**config.mk**
```make
export PLATFORM = sky130hd
export DESIGN_NAME = fbpa_cmd_fifo
export DESIGN_NICKNAME = d
export VERILOG_FILES = /design/src/hdl/fbpa_pkg.sv /design/src/hdl/fbpa_cmd_fifo.sv
export SDC_FILE = /design/constraint.sdc
export NUM_CORES = 1
export LEC_CHECK = 0
export BUFFER_PORTS_ARGS = -buffer_cell sky130_fd_sc_hd__clkbuf_2
export CAP_MARGIN = 20
export CORE_ASPECT_RATIO = 0.9
export CORE_MARGIN = 8
export CORE_UTILIZATION = 31
export DETAILED_ROUTE_END_ITERATION = 10
export SLEW_MARGIN = 10
export SYNTH_ARGS = -nofsm -noshare
export SYNTH_HDL_FRONTEND = slang
export SYNTH_SLANG_ARGS = --single-unit
```
**constraint.sdc**
```tcl
create_clock -name clk_i -period 2.4 [get_ports clk_i]
set_clock_uncertainty 0.2 [all_clocks]
set_input_delay 0.36 -clock clk_i [delete_from_list [all_inputs] [get_ports clk_i]]
set_output_delay 0.36 -clock clk_i [all_outputs]
set_load 0.01 [all_outputs]
```
**src/hdl/fbpa_pkg.sv**
```systemverilog
// Shared types and constants for the fixed block pool allocator.
`default_nettype none

package fbpa_pkg;

  localparam int unsigned ADDR_W         = 48;
  localparam int unsigned SIZE_W         = 32;
  localparam int unsigned BSIZE_W        = 17;
  localparam int unsigned OUT_IDX_W      = 10;
  localparam int unsigned OUT_CNT_W      = 11;
  localparam int unsigned MAX_IDX_W      = 16;
  localparam int unsigned CFG_DATA_W     = 64;
  localparam int unsigned CFG_ADDR_W     = 4;
  localparam int unsigned CMD_FIFO_DEPTH = 2;

  localparam logic [BSIZE_W-1:0] BSIZE_RESET = 17'd64;

  localparam logic MODE_ALLOC = 1'b0;
  localparam logic MODE_FREE  = 1'b1;

  // register select, taken from the top bit of paddr
  localparam logic CFG_SEL_BASE  = 1'b0;
  localparam logic CFG_SEL_BSIZE = 1'b1;

  typedef enum logic [2:0] {
    ST_GRANTED      = 3'd0,
    ST_FREED        = 3'd1,
    ST_BAD_SIZE     = 3'd2,
    ST_EMPTY        = 3'd3,
    ST_OUT_OF_RANGE = 3'd4,
    ST_MISALIGNED   = 3'd5,
    ST_DOUBLE_FREE  = 3'd6,
    ST_CORRUPT      = 3'd7
  } status_e;

  typedef enum logic [1:0] {
    OP_ALLOC,
    OP_FREE,
    OP_REJECT
  } cmd_op_e;

  typedef struct packed {
    cmd_op_e                op;
    status_e                reject_status;
    logic [MAX_IDX_W-1:0]   index;
  } cmd_t;

  typedef struct packed {
    logic [ADDR_W-1:0]  base_address;
    logic [BSIZE_W-1:0] blk_bytes;
  } cfg_t;

endpackage

`default_nettype wire

```
**src/hdl/fbpa_cmd_fifo.sv**
```systemverilog
// Short command queue between the classifying front end and the list engine.
`default_nettype none

module fbpa_cmd_fifo import fbpa_pkg::*; (
  input  wire  clk_i,
  input  wire  rst_ni,
  input  wire  push_valid_i,
  output logic push_ready_o,
  input  cmd_t push_cmd_i,
  output logic pop_valid_o,
  input  wire  pop_ready_i,
  output cmd_t pop_cmd_o
);

  localparam int unsigned PTR_W = (CMD_FIFO_DEPTH > 1) ? $clog2(CMD_FIFO_DEPTH) : 1;
  localparam int unsigned CNT_W = $clog2(CMD_FIFO_DEPTH + 1);

  cmd_t             entry_q [CMD_FIFO_DEPTH];
  logic [PTR_W-1:0] wr_ptr_q, wr_ptr_d;
  logic [PTR_W-1:0] rd_ptr_q, rd_ptr_d;
  logic [CNT_W-1:0] count_q, count_d;
  logic             push, pop;

  assign push_ready_o = (count_q != CNT_W'(CMD_FIFO_DEPTH));
  assign pop_valid_o  = (count_q != '0);
  assign pop_cmd_o    = entry_q[rd_ptr_q];
  assign push         = push_valid_i && push_ready_o;
  assign pop          = pop_valid_o && pop_ready_i;

  always_comb begin
    wr_ptr_d = wr_ptr_q;
    rd_ptr_d = rd_ptr_q;
    count_d  = count_q;
    if (push) begin
      wr_ptr_d = (wr_ptr_q == PTR_W'(CMD_FIFO_DEPTH - 1)) ? '0 : wr_ptr_q + 1'b1;
    end
    if (pop) begin
      rd_ptr_d = (rd_ptr_q == PTR_W'(CMD_FIFO_DEPTH - 1)) ? '0 : rd_ptr_q + 1'b1;
    end
    if (push && !pop) begin
      count_d = count_q + 1'b1;
    end else if (pop && !push) begin
      count_d = count_q - 1'b1;
    end
  end

  always_ff @(posedge clk_i or negedge rst_ni) begin
    if (!rst_ni) begin
      wr_ptr_q <= '0;
      rd_ptr_q <= '0;
      count_q  <= '0;
    end else begin
      wr_ptr_q <= wr_ptr_d;
      rd_ptr_q <= rd_ptr_d;
      count_q  <= count_d;
    end
  end

  always_ff @(posedge clk_i) begin
    if (push) begin
      entry_q[wr_ptr_q] <= push_cmd_i;
    end
  end

endmodule

`default_nettype wire

```
# After elaboration in Yosys (flattened, before gate mapping)
# Memories as Yosys holds them, arrays and structs flattened.
# Cells that the tools add are included.
[classes] n_addsub=4 multipliers=0 div_mod_pow=0 order_cmp=0 eq_ne=1 shifts=0 n_mux=6 bitwise=0 n_reduce_logical=8
[op_table] op="1-bit logical AND" count=4
[op_table] op="1-bit 2-to-1 mux" count=4
[op_table] op="2-bit 2-to-1 mux" count=2
[op_table] op="2-bit nonzero test" count=2
[op_table] op="1-bit adder, second input constant" count=2
[op_table] op="2-bit by 1-bit adder with 2-bit output, second input constant" count=1
[op_table] op="1-bit zero test" count=2
[op_table] op="2-bit inequality test, second input constant" count=1
[op_table] op="2-bit by 1-bit subtractor with 2-bit output, second input constant" count=1
[word_totals] ff_bits=4 latch_bits=0 ramBits=42 romBits=0 input_bits=25 out_inout_bits=23 word_cells=23 n_memories=1
[mem_list] memory="entry_q" words=2 width=21 rd=1 rd_ports_with_merged_regs=0 write_ports=1 line="fbpa_cmd_fifo.sv:18" source="cmd_t entry_q [CMD_FIFO_DEPTH];"

# Longest topological paths before layout
# Gate-level depths: netlist of the first run.
[depth] depth_word=6 ltp_mapped=7 mapped_depth_nobuf=7

# Worst setup path after synthesis of the first run
# Ideal clock, no wire load.
[synth_timing] path_type="register to register" startpoint="reg count_q[0]" endpoint="mem entry_q[0][0] in the netlist's numbering (enable)" setup_time_ps=399 arrival_time_ps=1553 t_required_ps=1801 setup_slack_ps=249 path_stages_with_launch=4 n_path_buf=0 period_less_slack_ps=2151 cell_sequence="dfrtp_1 > nand2b_4 > nand2_1 > nor2_1"
[synth_between] elab_chain_len=4
[synth_lines] element="from (decl)" line="fbpa_cmd_fifo.sv:21" source="logic [CNT_W-1:0] count_q, count_d;"
[synth_lines] element="from (signal assigned)" line="fbpa_cmd_fifo.sv:55" source="count_q <= count_d;"
[synth_lines] element="2-bit inequality test" line="fbpa_cmd_fifo.sv:24" source="assign push_ready_o = (count_q != CNT_W'(CMD_FIFO_DEPTH));"
[synth_lines] element="named net push_ready_o" line="fbpa_cmd_fifo.sv:8" source="output logic push_ready_o,"
[synth_lines] element="1-bit logical AND" line="fbpa_cmd_fifo.sv:27" source="assign push = push_valid_i && push_ready_o;"
[synth_lines] element="1-bit 2-to-1 mux" line="fbpa_cmd_fifo.sv:60" source="if (push) begin"
[synth_lines] element="1-bit 2-to-1 mux (implied by the code)" line="fbpa_cmd_fifo.sv:61" source="entry_q[wr_ptr_q] <= push_cmd_i;"
[synth_lines] element="to (decl)" line="fbpa_cmd_fifo.sv:18"
# The timed path passes the listed nets, and every way through them passes these cells.

==> results of run 1 <==
per-stage QoR:
step	instance area (sq um)	cells	utilization (%)	hold slack [ps]	setup WS [ps]
after global placement	2057	201	37.19	-31.19	726.9
final	2152	210	38.91	59.95	415.3
after global routing	2152	210	38.91	44.38	333.2
after CTS	2152	210	38.91	41.59	376.4
after detailed placement	2057	201	37.19	-21.30	704.4
after floorplan	1732	83	-	-135.6	248.6
final cells by class:
cell class | count | area [sq um]
fill | 533 | 3378
sequential | 46 | 1361
multi-input combinational | 34 | 346.6
timing repair buffer | 51 | 267.8
tap | 70 | 87.58
clock buffer | 5 | 68.82
clock inverter | 3 | 16.27
inverter | 1 | 3.754
sequential cells by signal, indices dropped and copies added, names as in the netlist:
signal / cells
rd_ptr_q: 1
entry_q: 42
wr_ptr_q: 1
count_q: 2
per-layer routing:
layer  part of all wire (%)  GRT usage (%)  vias up
met1                     38          8.117      449
li1                       -              -      425
met2                     51          13.70       34
met4                    1.8          3.824        0
met5                      0              0        -
met3                    8.7          3.621        5
kinds of logic (layout without fill, tap and decap cells):
| group | Yosys count | after routing |
|---|---|---|
| buffers and inverters | 3 | 60 |
| XOR/XNOR | 5 | 5 |
| adder cells (fa/ha/maj) | 1 | 1 |
| multiplexers | 21 | 21 |
| AND/OR/NAND/NOR | 7 | 7 |
| flip-flops | 46 | 46 |
report_power, final:
| part | internal [W] | leakage [nW] | total (W) | switching [W] |
|---|---|---|---|---|
| Sequential | 0.00110 | 0.437 | 0.00117 | 0.0000671 |
| Clock | 0.000199 | 0.0416 | 0.000431 | 0.000232 |
| Combinational | 0.000401 | 0.357 | 0.000846 | 0.000445 |
worst paths after layout:
| path | start | to | slack [ps] | cells after the start |
|---|---|---|---|---|
| setup / recovery | rd_ptr_q | pop_cmd_o[6] | 420 | 3 |
| hold / removal | push_cmd_i[16] | entry_q[0][16] | 60 | 1 |
| setup reg to reg | count_q[0] | count_q[1] | 690 | 7 |
| hold reg to reg | wr_ptr_q | wr_ptr_q | 340 | 1 |
| max in group asynchronous | rst_ni | rd_ptr_q | 1660 | 2 |
| min in group asynchronous | rst_ni | count_q[1] | 210 | 2 |
cells in the mapped netlist:
master    instances
ha_1              1
buf_6             2
nor2_1            2
or2_4             1
dfrtp_1           4
inv_1             1
nand2_1           1
xnor2_1           3
edfxtp_1         42
nand2b_4          1
nand2_4           1
mux2_2           21
xor2_1            2
and3_1            1
worst reg2reg max path, stage by stage, from the launching register on:
cell and delay [ps]:
dfrtp_1 430, nand2b_4 160, nand2_1 140, inv_1 70
ha_1 210, xor2_1 140, nor2_1 120, xor2_1 160
what timing repair did:
item	in CTS	in global routing
hold endpoints to repair	4	0
hold buffers	1	0
resized for setup	0	0
layout by cell type (no fill, tap or decap), drive strengths merged:
| cell type | Yosys | layout |
|---|---|---|
| clkbuf | 0 | 52 |
| edfxtp | 42 | 42 |
| mux2 | 21 | 21 |
| dfrtp | 4 | 4 |
| xnor2 | 3 | 3 |
| buf | 2 | 3 |
| xor2 | 2 | 2 |
| nand2 | 2 | 2 |
| nor2 | 2 | 2 |
| clkinv | 0 | 2 |
| nand2b | 1 | 1 |
| inv | 1 | 1 |
| or2 | 1 | 1 |
| and3 | 1 | 1 |
| ha | 1 | 1 |
| clkinvlp | 0 | 1 |
| dlygate4sd3 | 0 | 1 |
==> impl_results.md, run 1 <==
* Status: complete, no violations
* Syn avg cell area at 20.86 sq um
* Worst path max stage delay at 380 ps
* Post-DRT Antenna Nets at 0
* Post-synthesis sequential area ratio at 78.61%
* Gr ovfl total at 0
* Setup Buffers After CTS at 0
* Setup repair after global routing missed its margin: no
* Clk buf depth at 2
* Core Area at 5530 sq um
* Synth Cell Area at 1732 sq um
* Pre-antenna DRT Iters at 3
* H-tree depth at 2
* Crit-path slowest cell: mux2_2
* Startpoint types: register
* Clock slew at reported path FFs at 80 ps
* Post-detail-place hpwl at 2.316 mm
* Routed vias at 913
* Largest family of logic cells by synthesized area: multiplexers
* Crit-path cells: buf_4, mux2_2, clkbuf_2
* Clock Sinks at 46
* Min-Delay Path Class: in -> reg
* Number of top-level pins at 48
* Synth unique cells at 14
* Number of remaining DRC errors at 0
* Buffers and inverters on the worst path at 2
* Post-Synth Adder-Cell Area at 0.7225%
* F_max at 503.9 MHz
* Drt via density at 4.348
* Layout cells sized above 1 at 58.57%
* Slew HR at 80.02%
* Leading area contributor after synthesis: edfxtp_1
* # nets final at 165
* GRT Util Overall at 8.011%
* Leakage at 0.8355 nW
* Port buffer count at 47
* Worst Max-Slew Pin Slew at 299.6 ps
* Simple-gate share of the synthesized area at 2.962%
* Site Rows at 26
* Post-Synthesis Cells at 83
* Pwr Density at 1137 nW/um^2
* Max IR drop VDD at 0.0003660 V
* Detailed Route Iter0 Violations at 24
* Pwr Total at 0.002447 W
* Final Max Slew Viols at 0
* Number of synthesis warnings at 0
* First-pass GRT wire length at 4.857 mm
* Starting Density at 31.31%
* Share of the synthesized area in the top cell type at 72.83%
* Vias in the first global route at 1024
* Pin count of the biggest net entering global routing at 23
* Setup crit end kind: output port
* Die width at 94.78 um
* Critical path type: reg -> out
* Post-Route WL at 3.168 mm
* Clock latency on the worst-skew pair at 280 ps
* Final Hold Fails at 0
* Area growth from synthesis to layout at 24.28%
* Initial antenna violation count at 0
* FF+latch count, synth at 46
* Syn_nets at 109
* Post-synthesis mux area share at 13.66%
* Maximum fanout along the worst path at 22
* Setup TNS Final at 0 ps
* Root buf cell: clkbuf_8
* Crit path time final at 1985 ps
* Die Ht at 86.91 um
* Compound-cell area share of the yosys netlist at 0%
* Die ar. at 8237 sq um
* Final RePlAce weighted congestion at 0.7354
* Xor/xnor cell area share of the yosys netlist at 2.529%
* Crit share post-route at 82.69%
* CTS Buf Count at 5
* Cell family with most CP delay: buffers and inverters
* Post-DR wirelength/cell at 15.09 um
* CTS tree: yes
* Critical path data required time at 1840 ps
* Top area cells in the synthesized netlist: edfxtp_1 (73%), mux2_2 (14%), dfrtp_1 (5.8%), xnor2_1 (1.5%), buf_6 (1.3%)
* Ant. Diodes at 0
* MaxCap Viol Count at 0
* Arrival time of the worst setup path at 1420 ps
* Setup violations, final at 0
Note: power is estimated with default switching activity, not from simulation.
==> run 2: changes to the inputs <==
==> constraint.sdc (replaced) <==
create_clock -name clk_i -period 1.67 [get_ports clk_i]
set_clock_uncertainty 0.2 [all_clocks]
set_input_delay 0.2505 -clock clk_i [delete_from_list [all_inputs] [get_ports clk_i]]
set_output_delay 0.2505 -clock clk_i [all_outputs]
set_load 0.01 [all_outputs]
==> run 2 against run 1 <==
The run now ends with setup timing left. Largest power group unchanged. Combinational power up 77%. Largest cell class unchanged. Global-route usage is 0.19 points higher. Setup slack got worse by 520 ps. Register-to-register slack got worse by 640 ps. Wire length is 1.9% higher. Cell area up 14%. Critical path depth unchanged. First-iteration DRC count down 13%. Sequential cell count is the same.
==> impl_results.md, run 2 (synthesis results as in run 1) <==
* Gr ovfl total at 0 (unchanged)
* Crit share post-route at 106.5%
* Max IR drop VDD at 0.0004754 V (+30%)
* Root buf cell: clkbuf_8
* CTS tree: yes
* Pin count of the biggest net entering global routing at 23 (unchanged)
* Startpoint types: register
* Crit path time final at 1778 ps
* Layout cells sized above 1 at 54.49% (-4.1 points)
* First-pass GRT wire length at 5.057 mm (+4.1%)
* Setup repair after global routing missed its margin: yes
* Clock slew at reported path FFs at 70 ps (about the same)
* Worst Max-Slew Pin Slew at 176.3 ps (-123.3 ps)
* Cell area after layout at 2464 sq um (+14%)
* Clock Sinks at 46 (unchanged)
* Pwr Density at 1535 nW/um^2 (+35%)
* Critical path type: reg -> out
* Most frequent cells in the layout: clkbuf_2 (47), edfxtp_1 (42), dlygate4sd3_1 (22)
* Setup TNS Final at -2029 ps (-2029 ps)
* Final RePlAce weighted congestion at 0.7196 (-2.1%)
* Cell family with most CP delay: flip-flops
* Post-DRT Antenna Nets at 0 (unchanged)
* Slew HR at 88.24% (+8.2 points)
* Leakage at 0.9704 nW (+16%)
* Post-DR wirelength/cell at 13.62 um (-9.7%)
* Die Ht at 86.91 um (unchanged)
* Maximum fanout along the worst path at 22 (unchanged)
* Top reg by flops: entry_q
* Min-Delay Path Class: in -> reg
* Commonest non-fill, non-tap cell in the layout: clkbuf_2
* Detailed Route Iter0 Violations at 21 (-13%)
* PnR worst setup slack at -108.3 ps (-523.6 ps)
* Final Max Slew Viols at 0 (unchanged)
* # nets final at 192 (+16%)
* Buffers and inverters on the worst path at 2 (unchanged)
* Final non-filler cell total at 237 (+13%)
* Vias in the first global route at 1082 (+5.7%)
* Pre-antenna DRT Iters at 4 (+1)
* Arrival time of the worst setup path at 1330 ps (-90 ps)
* Placed Area at 2108 sq um (+2.5%)
* Routed vias at 963 (+5.5%)
* Fill cells at 519 (-2.6%)
* F_max at 562.3 MHz
* Clock latency on the worst-skew pair at 280 ps (about the same)
* Site Rows at 26 (unchanged)
* Starting Density at 31.31% (unchanged)
* Core Area at 5530 sq um (unchanged)
* Setup crit end kind: output port
* Ant. Diodes at 0 (unchanged)
* Post-Route WL at 3.228 mm (+1.9%)
* Clk buf depth at 2 (unchanged)
* Final Core Density at 44.55% (+5.6 points)
* Area growth from synthesis to layout at 42.27%
* Failing checks: setup timing
* Initial antenna violation count at 0 (unchanged)
* Crit-path cells: buf_12, mux2_2, clkbuf_2
* Setup violations, final at 21 (+21)
* Post-detail-place hpwl at 2.211 mm (-4.5%)
* Die width at 94.78 um (unchanged)
* Number of remaining DRC errors at 0 (unchanged)
* Largest regs: entry_q (42), count_q (2)
* H-tree depth at 2 (unchanged)
* GRT Util Overall at 8.206% (+0.19 points)
* Worst path max stage delay at 370 ps (about the same)
* Drt via density at 4.063 (-6.5%)
* Largest register FFs at 42 (unchanged)
* Placed instance count at 202 (+0.50%)
* Critical path data required time at 1220 ps (-620 ps)
* Final Hold Fails at 0 (unchanged)
* Hold Slack at 25.87 ps (-34.08 ps)
* CTS Buf Count at 5 (unchanged)
* Port buffer count at 47 (unchanged)
* MaxCap Viol Count at 0 (unchanged)
* Die ar. at 8237 sq um (unchanged)
* Status: complete, but fails checks
* Crit-path slowest cell: dfrtp_1
* Number of top-level pins at 48 (unchanged)
-- run 2: metal layers --
metal	vias to the layer above	part of all wire [%]	wire length (um)	GRT usage (%)
met3	2	7.7	249	4.052
met5	-	0	0	0
met1	450	39	1248	8.205
li1	481	-	-	-
met4	0	0.53	17	2.975
met2	30	53	1712	14.33
-- run 2: power by group --
| group | switching (W) | internal (W) |
|---|---|---|
| clock | 0.000318 | 0.000287 |
| sequential | 0.0000892 | 0.00158 |
| combinational | 0.000714 | 0.000789 |
| total | 0.00112 | 0.00266 |
-- run 2: worst reg2reg max path: cells and delay by family, from the launching register on --
family	cells	cell delay, ps
flip-flops	1	420
AND/OR/NAND/NOR	3	410
XOR/XNOR	2	310
adder cells (fa/ha/maj)	1	170
-- run 2: layout make-up --
type,count,area (sq um),area share [%]
Multi-Input combinational cell,34,369.1,14.98
Timing Repair Buffer,78,560.5,22.75
Sequential cell,46,1361,55.26
Tap cell,70,87.58,3.555
Clock buffer,6,72.57,2.946
Clock inverter,2,8.758,0.3555
Inverter,1,3.754,0.1524
-- run 2: timing repair --
action,4_1_cts,5_1_grt
hold buffers,22,0
hold endpoints to repair,46,0
setup endpoints to repair,22,22
resized for setup,1,4
pin swaps,0,3
buffers inserted,2,3
-- run 2: metrics by stage --
| step | power (W) | worst slack (ps) |
|---|---|---|
| after detailed placement | 0.003065 | -18.24 |
| after floorplan | 0.002531 | 51.30 |
| after global routing | 0.004012 | -175.0 |
| final | 0.003782 | -108.3 |
| after global placement | 0.003024 | 95.21 |
| after CTS | 0.003763 | -143.9 |
-- run 2: final timing paths --
kind | startpoint | endpoint | slack (ps) | cells past startpoint
worst max-delay path | rd_ptr_q | pop_cmd_o[4] | -110 | 3
worst min-delay path | pop_ready_i | rd_ptr_q | 30 | 3
worst max register to register | count_q[0] | count_q[1] | 50 | 6
worst min register to register | wr_ptr_q | wr_ptr_q | 360 | 1
max in group asynchronous | rst_ni | count_q[1] | 1040 | 2
min in group asynchronous | rst_ni | rd_ptr_q | 100 | 2
