## config.mk

```make
export PLATFORM = sky130hd
export DESIGN_NAME = fbpa_front_flat
export DESIGN_NICKNAME = d
export VERILOG_FILES = /design/src/hdl/fbpa_pkg.sv /design/src/hdl/fbpa_if.sv /design/src/hdl/fbpa_front.sv /design/src/flat_wrapper.sv
export SDC_FILE = /design/constraint.sdc
export NUM_CORES = 1
export LEC_CHECK = 0
export ABC_AREA = 0
export BUFFER_PORTS_ARGS = -buffer_cell sky130_fd_sc_hd__buf_2
export CAP_MARGIN = 0
export CORE_ASPECT_RATIO = 2
export CORE_MARGIN = 2
export CORE_UTILIZATION = 40
export CTS_CLUSTER_SIZE = 10
export DETAILED_ROUTE_END_ITERATION = 7
export GPL_TIMING_DRIVEN = 0
export HOLD_SLACK_MARGIN = 0.06
export PLACE_DENSITY = 0.68
export SLEW_MARGIN = 10
export SYNTH_ARGS = -nofsm -noshare
export SYNTH_HDL_FRONTEND = slang
export SYNTH_SLANG_ARGS = --single-unit
```

## constraint.sdc

```tcl
create_clock -name clk_i -period 11.2 [get_ports clk_i]
set_input_delay 1.12 -clock clk_i [delete_from_list [all_inputs] [get_ports clk_i]]
set_output_delay 1.12 -clock clk_i [all_outputs]
set_load 0.05 [all_outputs]
```

## src/hdl/fbpa_pkg.sv

```systemverilog
// Shared types and constants for the fixed block pool allocator.
`default_nettype none

package fbpa_pkg;

  localparam int unsigned ADDR_W         = 48;
  localparam int unsigned SIZE_W         = 32;
  localparam int unsigned BSIZE_W        = 17;
  localparam int unsigned OUT_IDX_W      = 10;
  localparam int unsigned OUT_CNT_W      = 11;
  localparam int unsigned MAX_IDX_W      = 16;
  localparam int unsigned CFG_DATA_W     = 64;
  localparam int unsigned CFG_ADDR_W     = 4;
  localparam int unsigned CMD_FIFO_DEPTH = 2;

  localparam logic [BSIZE_W-1:0] BSIZE_RESET = 17'd64;

  localparam logic MODE_ALLOC = 1'b0;
  localparam logic MODE_FREE  = 1'b1;

  // register select, taken from the top bit of paddr
  localparam logic CFG_SEL_BASE  = 1'b0;
  localparam logic CFG_SEL_BSIZE = 1'b1;

  typedef enum logic [2:0] {
    ST_GRANTED      = 3'd0,
    ST_FREED        = 3'd1,
    ST_BAD_SIZE     = 3'd2,
    ST_EMPTY        = 3'd3,
    ST_OUT_OF_RANGE = 3'd4,
    ST_MISALIGNED   = 3'd5,
    ST_DOUBLE_FREE  = 3'd6,
    ST_CORRUPT      = 3'd7
  } status_e;

  typedef enum logic [1:0] {
    OP_ALLOC,
    OP_FREE,
    OP_REJECT
  } cmd_op_e;

  typedef struct packed {
    cmd_op_e                op;
    status_e                reject_status;
    logic [MAX_IDX_W-1:0]   index;
  } cmd_t;

  typedef struct packed {
    logic [ADDR_W-1:0]  base_address;
    logic [BSIZE_W-1:0] blk_bytes;
  } cfg_t;

endpackage

`default_nettype wire

```

## src/hdl/fbpa_if.sv

```systemverilog
// Request and response channel interfaces of the block pool allocator.
`default_nettype none

interface fbpa_req_if import fbpa_pkg::*; ();
  logic              valid;
  logic              ready;
  logic              mode;
  logic [SIZE_W-1:0] request_size;
  logic [ADDR_W-1:0] free_address;

  modport source (output valid, mode, request_size, free_address, input ready);
  modport sink   (input valid, mode, request_size, free_address, output ready);
endinterface


`default_nettype wire

```

## src/hdl/fbpa_front.sv

```systemverilog
// Front end: takes request beats, checks size and range, divides free offsets.
`default_nettype none

module fbpa_front import fbpa_pkg::*; #(
  parameter int unsigned NUM_BLOCKS = 1024
) (
  input  wire         clk_i,
  input  wire         rst_ni,
  input  cfg_t        cfg_i,
  fbpa_req_if.sink    req_i,
  output logic        cmd_valid_o,
  input  wire         cmd_ready_i,
  output cmd_t        cmd_o
);

  localparam int unsigned IW     = (NUM_BLOCKS > 1) ? $clog2(NUM_BLOCKS) : 1;
  localparam int unsigned RW     = BSIZE_W + IW;
  localparam int unsigned STEP_W = (IW > 1) ? $clog2(IW) : 1;

  typedef enum logic [2:0] {
    F_IDLE,
    F_OFFSET,
    F_RANGE,
    F_DIV,
    F_PUSH
  } fstate_e;

  fstate_e           state_q, state_d;
  logic              mode_q, mode_d;
  logic [SIZE_W-1:0] size_q, size_d;
  logic [ADDR_W-1:0] addr_q, addr_d;
  logic [ADDR_W-1:0] offset_q, offset_d;
  logic              below_q, below_d;
  logic [RW-1:0]     rem_q, rem_d;
  logic [IW-1:0]     quot_q, quot_d;
  logic [STEP_W-1:0] step_q, step_d;
  cmd_t              cmd_q, cmd_d;
  logic [RW-1:0]     region_q;

  logic [RW-1:0]     div_shift;
  logic [RW-1:0]     rem_next;
  logic [IW-1:0]     quot_next;
  logic              div_take;

  assign req_i.ready = (state_q == F_IDLE);
  assign cmd_valid_o = (state_q == F_PUSH);
  assign cmd_o       = cmd_q;

  // pool size in bytes, registered from the block size register
  always_ff @(posedge clk_i) begin
    region_q <= RW'(cfg_i.blk_bytes) * RW'(NUM_BLOCKS);
  end

  always_comb begin
    state_d  = state_q;
    mode_d   = mode_q;
    size_d   = size_q;
    addr_d   = addr_q;
    offset_d = offset_q;
    below_d  = below_q;
    rem_d    = rem_q;
    quot_d   = quot_q;
    step_d   = step_q;
    cmd_d    = cmd_q;

    // restoring divide, one quotient bit a cycle, MSB first
    div_shift = RW'(cfg_i.blk_bytes) << step_q;
    div_take  = (rem_q >= div_shift);
    rem_next  = div_take ? (rem_q - div_shift) : rem_q;
    quot_next = quot_q;
    quot_next[step_q] = div_take;

    unique case (state_q)
      F_IDLE: begin
        if (req_i.valid) begin
          mode_d  = req_i.mode;
          size_d  = req_i.request_size;
          addr_d  = req_i.free_address;
          state_d = F_OFFSET;
        end
      end
      F_OFFSET: begin
        if (mode_q == MODE_ALLOC) begin
          if (size_q == '0 || size_q > SIZE_W'(cfg_i.blk_bytes)) begin
            cmd_d = '{op: OP_REJECT, reject_status: ST_BAD_SIZE, index: '0};
          end else begin
            cmd_d = '{op: OP_ALLOC, reject_status: ST_GRANTED, index: '0};
          end
          state_d = F_PUSH;
        end else begin
          {below_d, offset_d} = {1'b0, addr_q} - {1'b0, cfg_i.base_address};
          state_d = F_RANGE;
        end
      end
      F_RANGE: begin
        if (below_q || offset_q >= ADDR_W'(region_q) || cfg_i.blk_bytes == '0) begin
          cmd_d   = '{op: OP_REJECT, reject_status: ST_OUT_OF_RANGE, index: '0};
          state_d = F_PUSH;
        end else begin
          rem_d   = offset_q[RW-1:0];
          quot_d  = '0;
          step_d  = STEP_W'(IW - 1);
          state_d = F_DIV;
        end
      end
      F_DIV: begin
        rem_d  = rem_next;
        quot_d = quot_next;
        if (step_q == '0) begin
          if (rem_next != '0) begin
            cmd_d = '{op: OP_REJECT, reject_status: ST_MISALIGNED, index: '0};
          end else begin
            cmd_d = '{op: OP_FREE, reject_status: ST_FREED,
                      index: MAX_IDX_W'(quot_next)};
          end
          state_d = F_PUSH;
        end else begin
          step_d = step_q - 1'b1;
        end
      end
      F_PUSH: begin
        if (cmd_ready_i) begin
          state_d = F_IDLE;
        end
      end
      default: state_d = F_IDLE;
    endcase
  end

  always_ff @(posedge clk_i or negedge rst_ni) begin
    if (!rst_ni) begin
      state_q  <= F_IDLE;
      mode_q   <= MODE_ALLOC;
      size_q   <= '0;
      addr_q   <= '0;
      offset_q <= '0;
      below_q  <= 1'b0;
      rem_q    <= '0;
      quot_q   <= '0;
      step_q   <= '0;
      cmd_q    <= '{op: OP_REJECT, reject_status: ST_BAD_SIZE, index: '0};
    end else begin
      state_q  <= state_d;
      mode_q   <= mode_d;
      size_q   <= size_d;
      addr_q   <= addr_d;
      offset_q <= offset_d;
      below_q  <= below_d;
      rem_q    <= rem_d;
      quot_q   <= quot_d;
      step_q   <= step_d;
      cmd_q    <= cmd_d;
    end
  end

endmodule

`default_nettype wire

```

## src/flat_wrapper.sv

```systemverilog
// flat-port wrapper written by rule: the top's interface ports become plain ports
module fbpa_front_flat import fbpa_pkg::*;
#(
  parameter int unsigned NUM_BLOCKS = 1024
)
  (clk_i, rst_ni, cfg_i, cmd_valid_o, cmd_ready_i, cmd_o, req_i_valid, req_i_mode, req_i_request_size, req_i_free_address, req_i_ready);
  fbpa_req_if req_i_i ();
  input  wire clk_i;
  input  wire rst_ni;
  input  cfg_t cfg_i;
  output logic cmd_valid_o;
  input  wire cmd_ready_i;
  output cmd_t cmd_o;
  input wire logic [$bits(req_i_i.valid)-1:0] req_i_valid;
  input wire logic [$bits(req_i_i.mode)-1:0] req_i_mode;
  input wire logic [$bits(req_i_i.request_size)-1:0] req_i_request_size;
  input wire logic [$bits(req_i_i.free_address)-1:0] req_i_free_address;
  output wire logic [$bits(req_i_i.ready)-1:0] req_i_ready;
  assign req_i_i.valid = req_i_valid;
  assign req_i_i.mode = req_i_mode;
  assign req_i_i.request_size = req_i_request_size;
  assign req_i_i.free_address = req_i_free_address;
  assign req_i_ready = req_i_i.ready;
  fbpa_front #(.NUM_BLOCKS(NUM_BLOCKS)) u_core (.clk_i(clk_i), .rst_ni(rst_ni), .cfg_i(cfg_i), .req_i(req_i_i), .cmd_valid_o(cmd_valid_o), .cmd_ready_i(cmd_ready_i), .cmd_o(cmd_o));
endmodule
```

Yosys cells after proc, flatten, opt, wreduce, memory -nomap -nowiden
Index checks and enable logic that the tools add are counted.

Register bits after elaboration: 212. Latch bits: 0. Bits in writable memories: 0. ROM bits: 0. Input bits: 150. Output and inout bits: 23. Logic and storage cells: 73. Memories kept: 0.

$add $sub $neg: 3. Multipliers: 0. Divide/modulo/power cells: 0. Magnitude comparators: 5. Eq/ne operators: 11. Shift operators: 1. Multiplexer cells: 23. Bitwise gates (word level): 0. Reduce and logical (&&, ||, !) cells: 17.

Operators by type and width (number): 2-to-1 mux 21 bit (5); case mux 21 bit (3 select lines) (1); 2-to-1 mux 27 bit (2); case mux 27 bit (2 select lines) (1); subtractor 48 x 48 -> 49 bit (1); >= comparator 48 x 27 -> 1 bit (1); > comparator 32 x 17 -> 1 bit (1); zero test 32 bit (1); >= comparator 27 bit (1); nonzero test 27 bit (1); left shift 17 x 4 -> 27 bit (1); subtractor 27 bit (1); case mux 10 bit (2 select lines) (1); zero test 17 bit (1); 2-to-1 mux 3 bit (5); case mux 3 bit (5 select lines) (1); bitwise mux 10 bit (1); 2-to-1 mux 10 bit (1); 2-to-1 mux 4 bit (2); inequality test 2 bit, second input constant (4); case mux 4 bit (2 select lines) (1); == test 3 x 2 -> 1 bit, second input constant (2); inequality test 2 x 1 -> 1 bit, second input constant (3); AND reduction 2 bit (3); 15 further kinds (18).

Logic depth before layout (Yosys ltp)
Word-level depth: 8. Mapped depth: 21. Gate-level depth less buffers: 17.

Worst setup path after synthesis
No wires, ideal clock.

Kind: register to register. Start point: register u_core.step_q[0]. End point: register u_core.cmd_q, in the netlist u_core.cmd_o[1]. Setup time: 0.092 ns. Arrival time: 4.566 ns. Data required time: 11.108 ns. Slack: 6.543 ns. Stages on the path, launching flop included: 21. Buffers on the path: 4. Clock period less this slack: 4.657 ns. Cell sequence: dfrtp_1 > clkbuf_1 > clkbuf_1 > nand2_1 > o211a_1 > a21oi_1 > mux2i_1 > or2_2 > ha_1 > buf_6 > a21o_1 > a21o_1 > a221o_1 > a31o_1 > a21oi_1 > nor3_1 > or3_1 > nor4b_2 > nand4_2 > buf_6 > o31ai_2.

Longest elaborated chain between the ends: 8. Elaborated cells between the ends (all ways): 17. Those cells by class: 1 x add/sub; 3 x order compare; 1 x eq/ne; 1 x shift; 7 x mux; 4 x reduce/logical.

Ends and longest elaborated chain: start: declaration (line fbpa_front.sv:36) `logic [STEP_W-1:0] step_q, step_d;`; start signal: assignment (line fbpa_front.sv:151) `step_q <= step_d;`; branches (longest 8 deep; another with subtractor 27 bit); end signal: assignment (line fbpa_front.sv:141) `cmd_q <= '{op: OP_REJECT, reject_status: ST_BAD_SIZE, index: '0};`; end signal: assignment (line fbpa_front.sv:152) `cmd_q <= cmd_d;`; end: declaration (line fbpa_front.sv:37) `cmd_t cmd_q, cmd_d;`.

Several ways; the timed one is not identified. The select of a mux whose other input is x is not followed. A chain may end at the register's enable or synchronous reset.

Worst setup path after layout
Start point: register u_core.step_q[0]. End point: register u_core.rem_q[23].

Longest elaborated chain between the ends: 4. Elaborated cells between the ends (all ways): 5. Those cells by class: 1 x add/sub; 1 x order compare; 1 x shift; 2 x mux.

Ends and longest elaborated chain: left shift 17 x 4 -> 27 bit * (line fbpa_front.sv:67) `div_shift = RW'(cfg_i.blk_bytes) << step_q;`; subtractor 27 bit or >= comparator 27 bit (tied branches) (line fbpa_front.sv:69, fbpa_front.sv:68); 2-to-1 mux 27 bit * (line fbpa_front.sv:69) `rem_next = div_take ? (rem_q - div_shift) : rem_q;`; case mux 27 bit (2 select lines) * (line fbpa_front.sv:73) `unique case (state_q)`; end signal: assignment (line fbpa_front.sv:149) `rem_q <= rem_d;`; end: declaration (line fbpa_front.sv:34) `logic [RW-1:0] rem_q, rem_d;`.

Every way passes the cells marked *; elsewhere a longest branch is shown, timed or not.

==> flow_summary_export.csv <==
group,metric,value,unit
clock_network,htreeDepth,1,
drt,first_pass_iters,5,
clock_network,worstSkewPairLatency,0.53,ns
die,die_h,272,um
drt,vias,12900,
drt,avgViaCountPerCell,5.71,
logic_synthesis,synth-edff-count,0,
die,io_pins,173,
grt,grt-ovfl-total,0,
layout,final_common_cell,"dfrtp_1",
timing,fin_crit,6.52,ns
worst_hold_path,holdPathStages,2,
logic_synthesis,avgSynthCellArea,8.99,um2
logic_synthesis,synth_compound_area_share,20.2,%
logic_synthesis,netlist_area,14300,um2
logic_synthesis,async_reset_ff_share,91.7,%
setup_path,critical_path.endpoint_type,"register",
clock_network,post-cts-setup-buffers,0,
power_and_ir_drop,p_leak,8.05,nW
clock_network,clk_path_buf_depth,3,
drt,antenna_left,0,
clock_network,cts_root_buffer,"clkbuf_16",
logic_synthesis,synth_ff_type,"dfrtp_1",
power_and_ir_drop,power_density,278,nW/um2
timing,tightest_slew,1.02,ns
clock_network,path_clk_slew,0.06,ns
drt,drt-initial-drc-count,666,
timing,rsz0062_at_grt,"false",
setup_path,critPathLaunchType,"register",
layout,n_fill_cell,3521,
worst_hold_path,hold_path.class,"reg -> reg",
run_status,outcome,"finished clean",
logic_synthesis,synth_xor_area_share,3.54,%
power_and_ir_drop,ir_drop,0.000152,V
placement,port_buffers,166,
timing,skew,0.0149,ns
drt,wl_per_cell,20.9,um
logic_synthesis,synth-warning-count,0,
timing,tns,0,ns
timing,setup_viol,0,
logic_synthesis,yosys-top-cells-area,"dfrtp_1 32%, ha_1 9.9%, mux2_2 6.3%",
layout,drive_above_1_share,17.7,%
setup_path,worst_ep_arrival_time,6.93,ns
timing,post-route-period-util,58.3,%
logic_synthesis,synth-simple-area-share,16.2,%
logic_synthesis,postSynthCellCount,1596,
layout,fin_util,46.4,%
logic_synthesis,ys_seq_area_share,35.2,%
timing,fmaxAchievable,0.153,GHz
drt,drt-total-wl,47.3,mm
logic_synthesis,synth_fa_ha_area_share,10.1,%
logic_synthesis,synth_top_family_by_area,"compound AO/OA/AOI/OAI gates",
logic_synthesis,yosysTopAreaCell,"dfrtp_1",
clock_network,ctsResizeCount,0,
timing,slew_viol_final,0,
die,die_area,37500,um2
setup_path,ff2ff_path_depth,17,
grt,grt_pass1_wl,73.0,mm
logic_synthesis,synth_cell_types,84,
layout,fin_nets,2059,
layout,area_delta_synth_final,15.1,%
run,cap_violations,0,
logic_synthesis,ys_ff_latch,205,
die,core,35600,um2
placement,gp_congestion,1.00,
timing,hold_viol_final,0,
setup_path,required,11.60,ns
logic_synthesis,synth_top_cell_area_share,32.5,%
timing,relSlewSlack,31.6,%
grt,grt_max_degree,98,
clock_network,cts_made_buffers,24,
die,initial_utilization,40.3,%
setup_path,critPathKind,"reg -> reg",
clock_network,cts_tree,"done",
layout,final_cell_mix,"186 x dfrtp_1, 172 x buf_2, 163 x nand2_1, 117 x inv_1, 113 x ha_1",
grt,grt_usage,25.5,%
die,num_rows,98,
logic_synthesis,synthMuxAreaShare,9.27,%
grt,antenna_found_initial,3,
drt,route.detailed.drc,0,
grt,grt_pass1_vias,13500,
clock_network,cts.hold.buffers_added,0,
power_and_ir_drop,report.power.total,4.59,mW
setup_path,path_max_fanout,10,
clock_network,clkSinkCount,205,
die,dieWidth,138,um
placement,dp_hpwl,38.4,mm
## report_power, final
part	total (mW)	internal (mW)	switching (mW)	leakage, nW
clock network	0.731	0.421	0.310	0.337
logic	2.66	1.04	1.62	5.22
registers	1.20	1.00	0.194	2.49
## metal layers
| metal | share of wire, % | vias up | GRT usage (%) |
|---|---|---|---|
| li1 | - | 6176 | - |
| met4 | 8.0 | 0 | 18.4 |
| met1 | 33 | 6127 | 25.1 |
| met2 | 55 | 456 | 47.8 |
| met3 | 4.1 | 169 | 2.48 |
| met5 | 0 | - | 0 |
## logic make-up after synthesis
group	count (synthesis)
and+or+nand+nor	476
adders and majority gates	115
xor gates and xnor gates	58
DFF	205
other	1
AOI/OAI and AO/OA	432
muxes	114
buffers and inverters	195
## layout make-up
type / count / area, um2 / share of cell area, %
Clock buffer: 44 / 707 / 4.28
Multi-Input combinational cell: 1201 / 8530 / 51.7
Tap cell: 450 / 563 / 3.41
Buffer: 77 / 339 / 2.05
Timing Repair Buffer: 167 / 868 / 5.26
Sequential cell: 205 / 5050 / 30.6
Antenna cell: 2 / 5.00 / 0.0303
Inverter: 118 / 443 / 2.68
## cell usage after synthesis, types with 10 or more instances
library cell  count
o21bai_1         14
dfxtp_1          17
dfrtp_1         186
a32oi_1          12
nand2b_1         10
mux2_2           80
xnor2_1          35
nor2_1          108
nor4_1           21
o21a_1           12
o21ai_1          50
nor2b_1          17
mux2i_1          27
xor2_1           23
nand3b_1         14
and3_1           18
nand3_1          36
a221o_1          27
nand4_1          23
o31ai_1          10
inv_1           117
a21o_1           40
ha_1            113
o21ai_0          78
nor3_1           15
o211ai_1         12
nand2_1         163
a21oi_1          96
clkbuf_1         57
## metrics by stage
stage | hold WS (ns) | worst slack (ns) | area (um2) | std cells
after detailed placement | 0.466 | 4.75 | 15800 | 2218
after CTS | 0.476 | 4.72 | 16500 | 2262
final | 0.474 | 4.68 | 16500 | 2264
after global placement | 0.459 | 4.76 | 15800 | 2217
after global routing | 0.502 | 4.42 | 16500 | 2264
after floorplan | 0.443 | 6.54 | 14400 | 1601
## critical path, cell delays in order (launching register included)
cell and delay [ns]:
dfrtp_1 0.38, clkbuf_1 0.56, clkbuf_1 0.43, o21ai_0 0.28, o21ai_0 0.29, mux2i_1 0.14
o21ai_0 0.54, ha_1 0.21, buf_2 0.17, a21o_1 0.14, a21oi_1 0.06, o21bai_1 0.63
nor2_1 0.10, and3_1 0.26, o31ai_2 0.85, o21bai_1 0.55, clkbuf_1 0.42, a221o_1 0.37
## final timing paths
kind                                  startpoint                to  slack (ns)
worst min-delay path            u_core.cmd_o[17]  u_core.cmd_o[17]        0.47
worst max register to register  u_core.step_q[0]  u_core.rem_q[23]        4.68
worst max-delay path            u_core.step_q[0]  u_core.rem_q[23]        4.68
min in group asynchronous                 rst_ni  u_core.addr_q[5]        0.64
worst min register to register  u_core.cmd_o[17]  u_core.cmd_o[17]        0.47
max in group asynchronous                 rst_ni  u_core.cmd_o[20]        9.59
## sequential cells by signal, summed over array words and instances, names as in the netlist, 3 cells and up
name / count
u_core.rem_q: 27
u_core.addr_q: 48
u_core.step_q: 4
u_core.offset_q: 48
u_core.size_q: 32
u_core.state_q: 3
u_core.cmd_o: 15
u_core.quot_q: 9
u_core.region_q: 17
No activity file was read; power rests on OpenSTA's default activity.
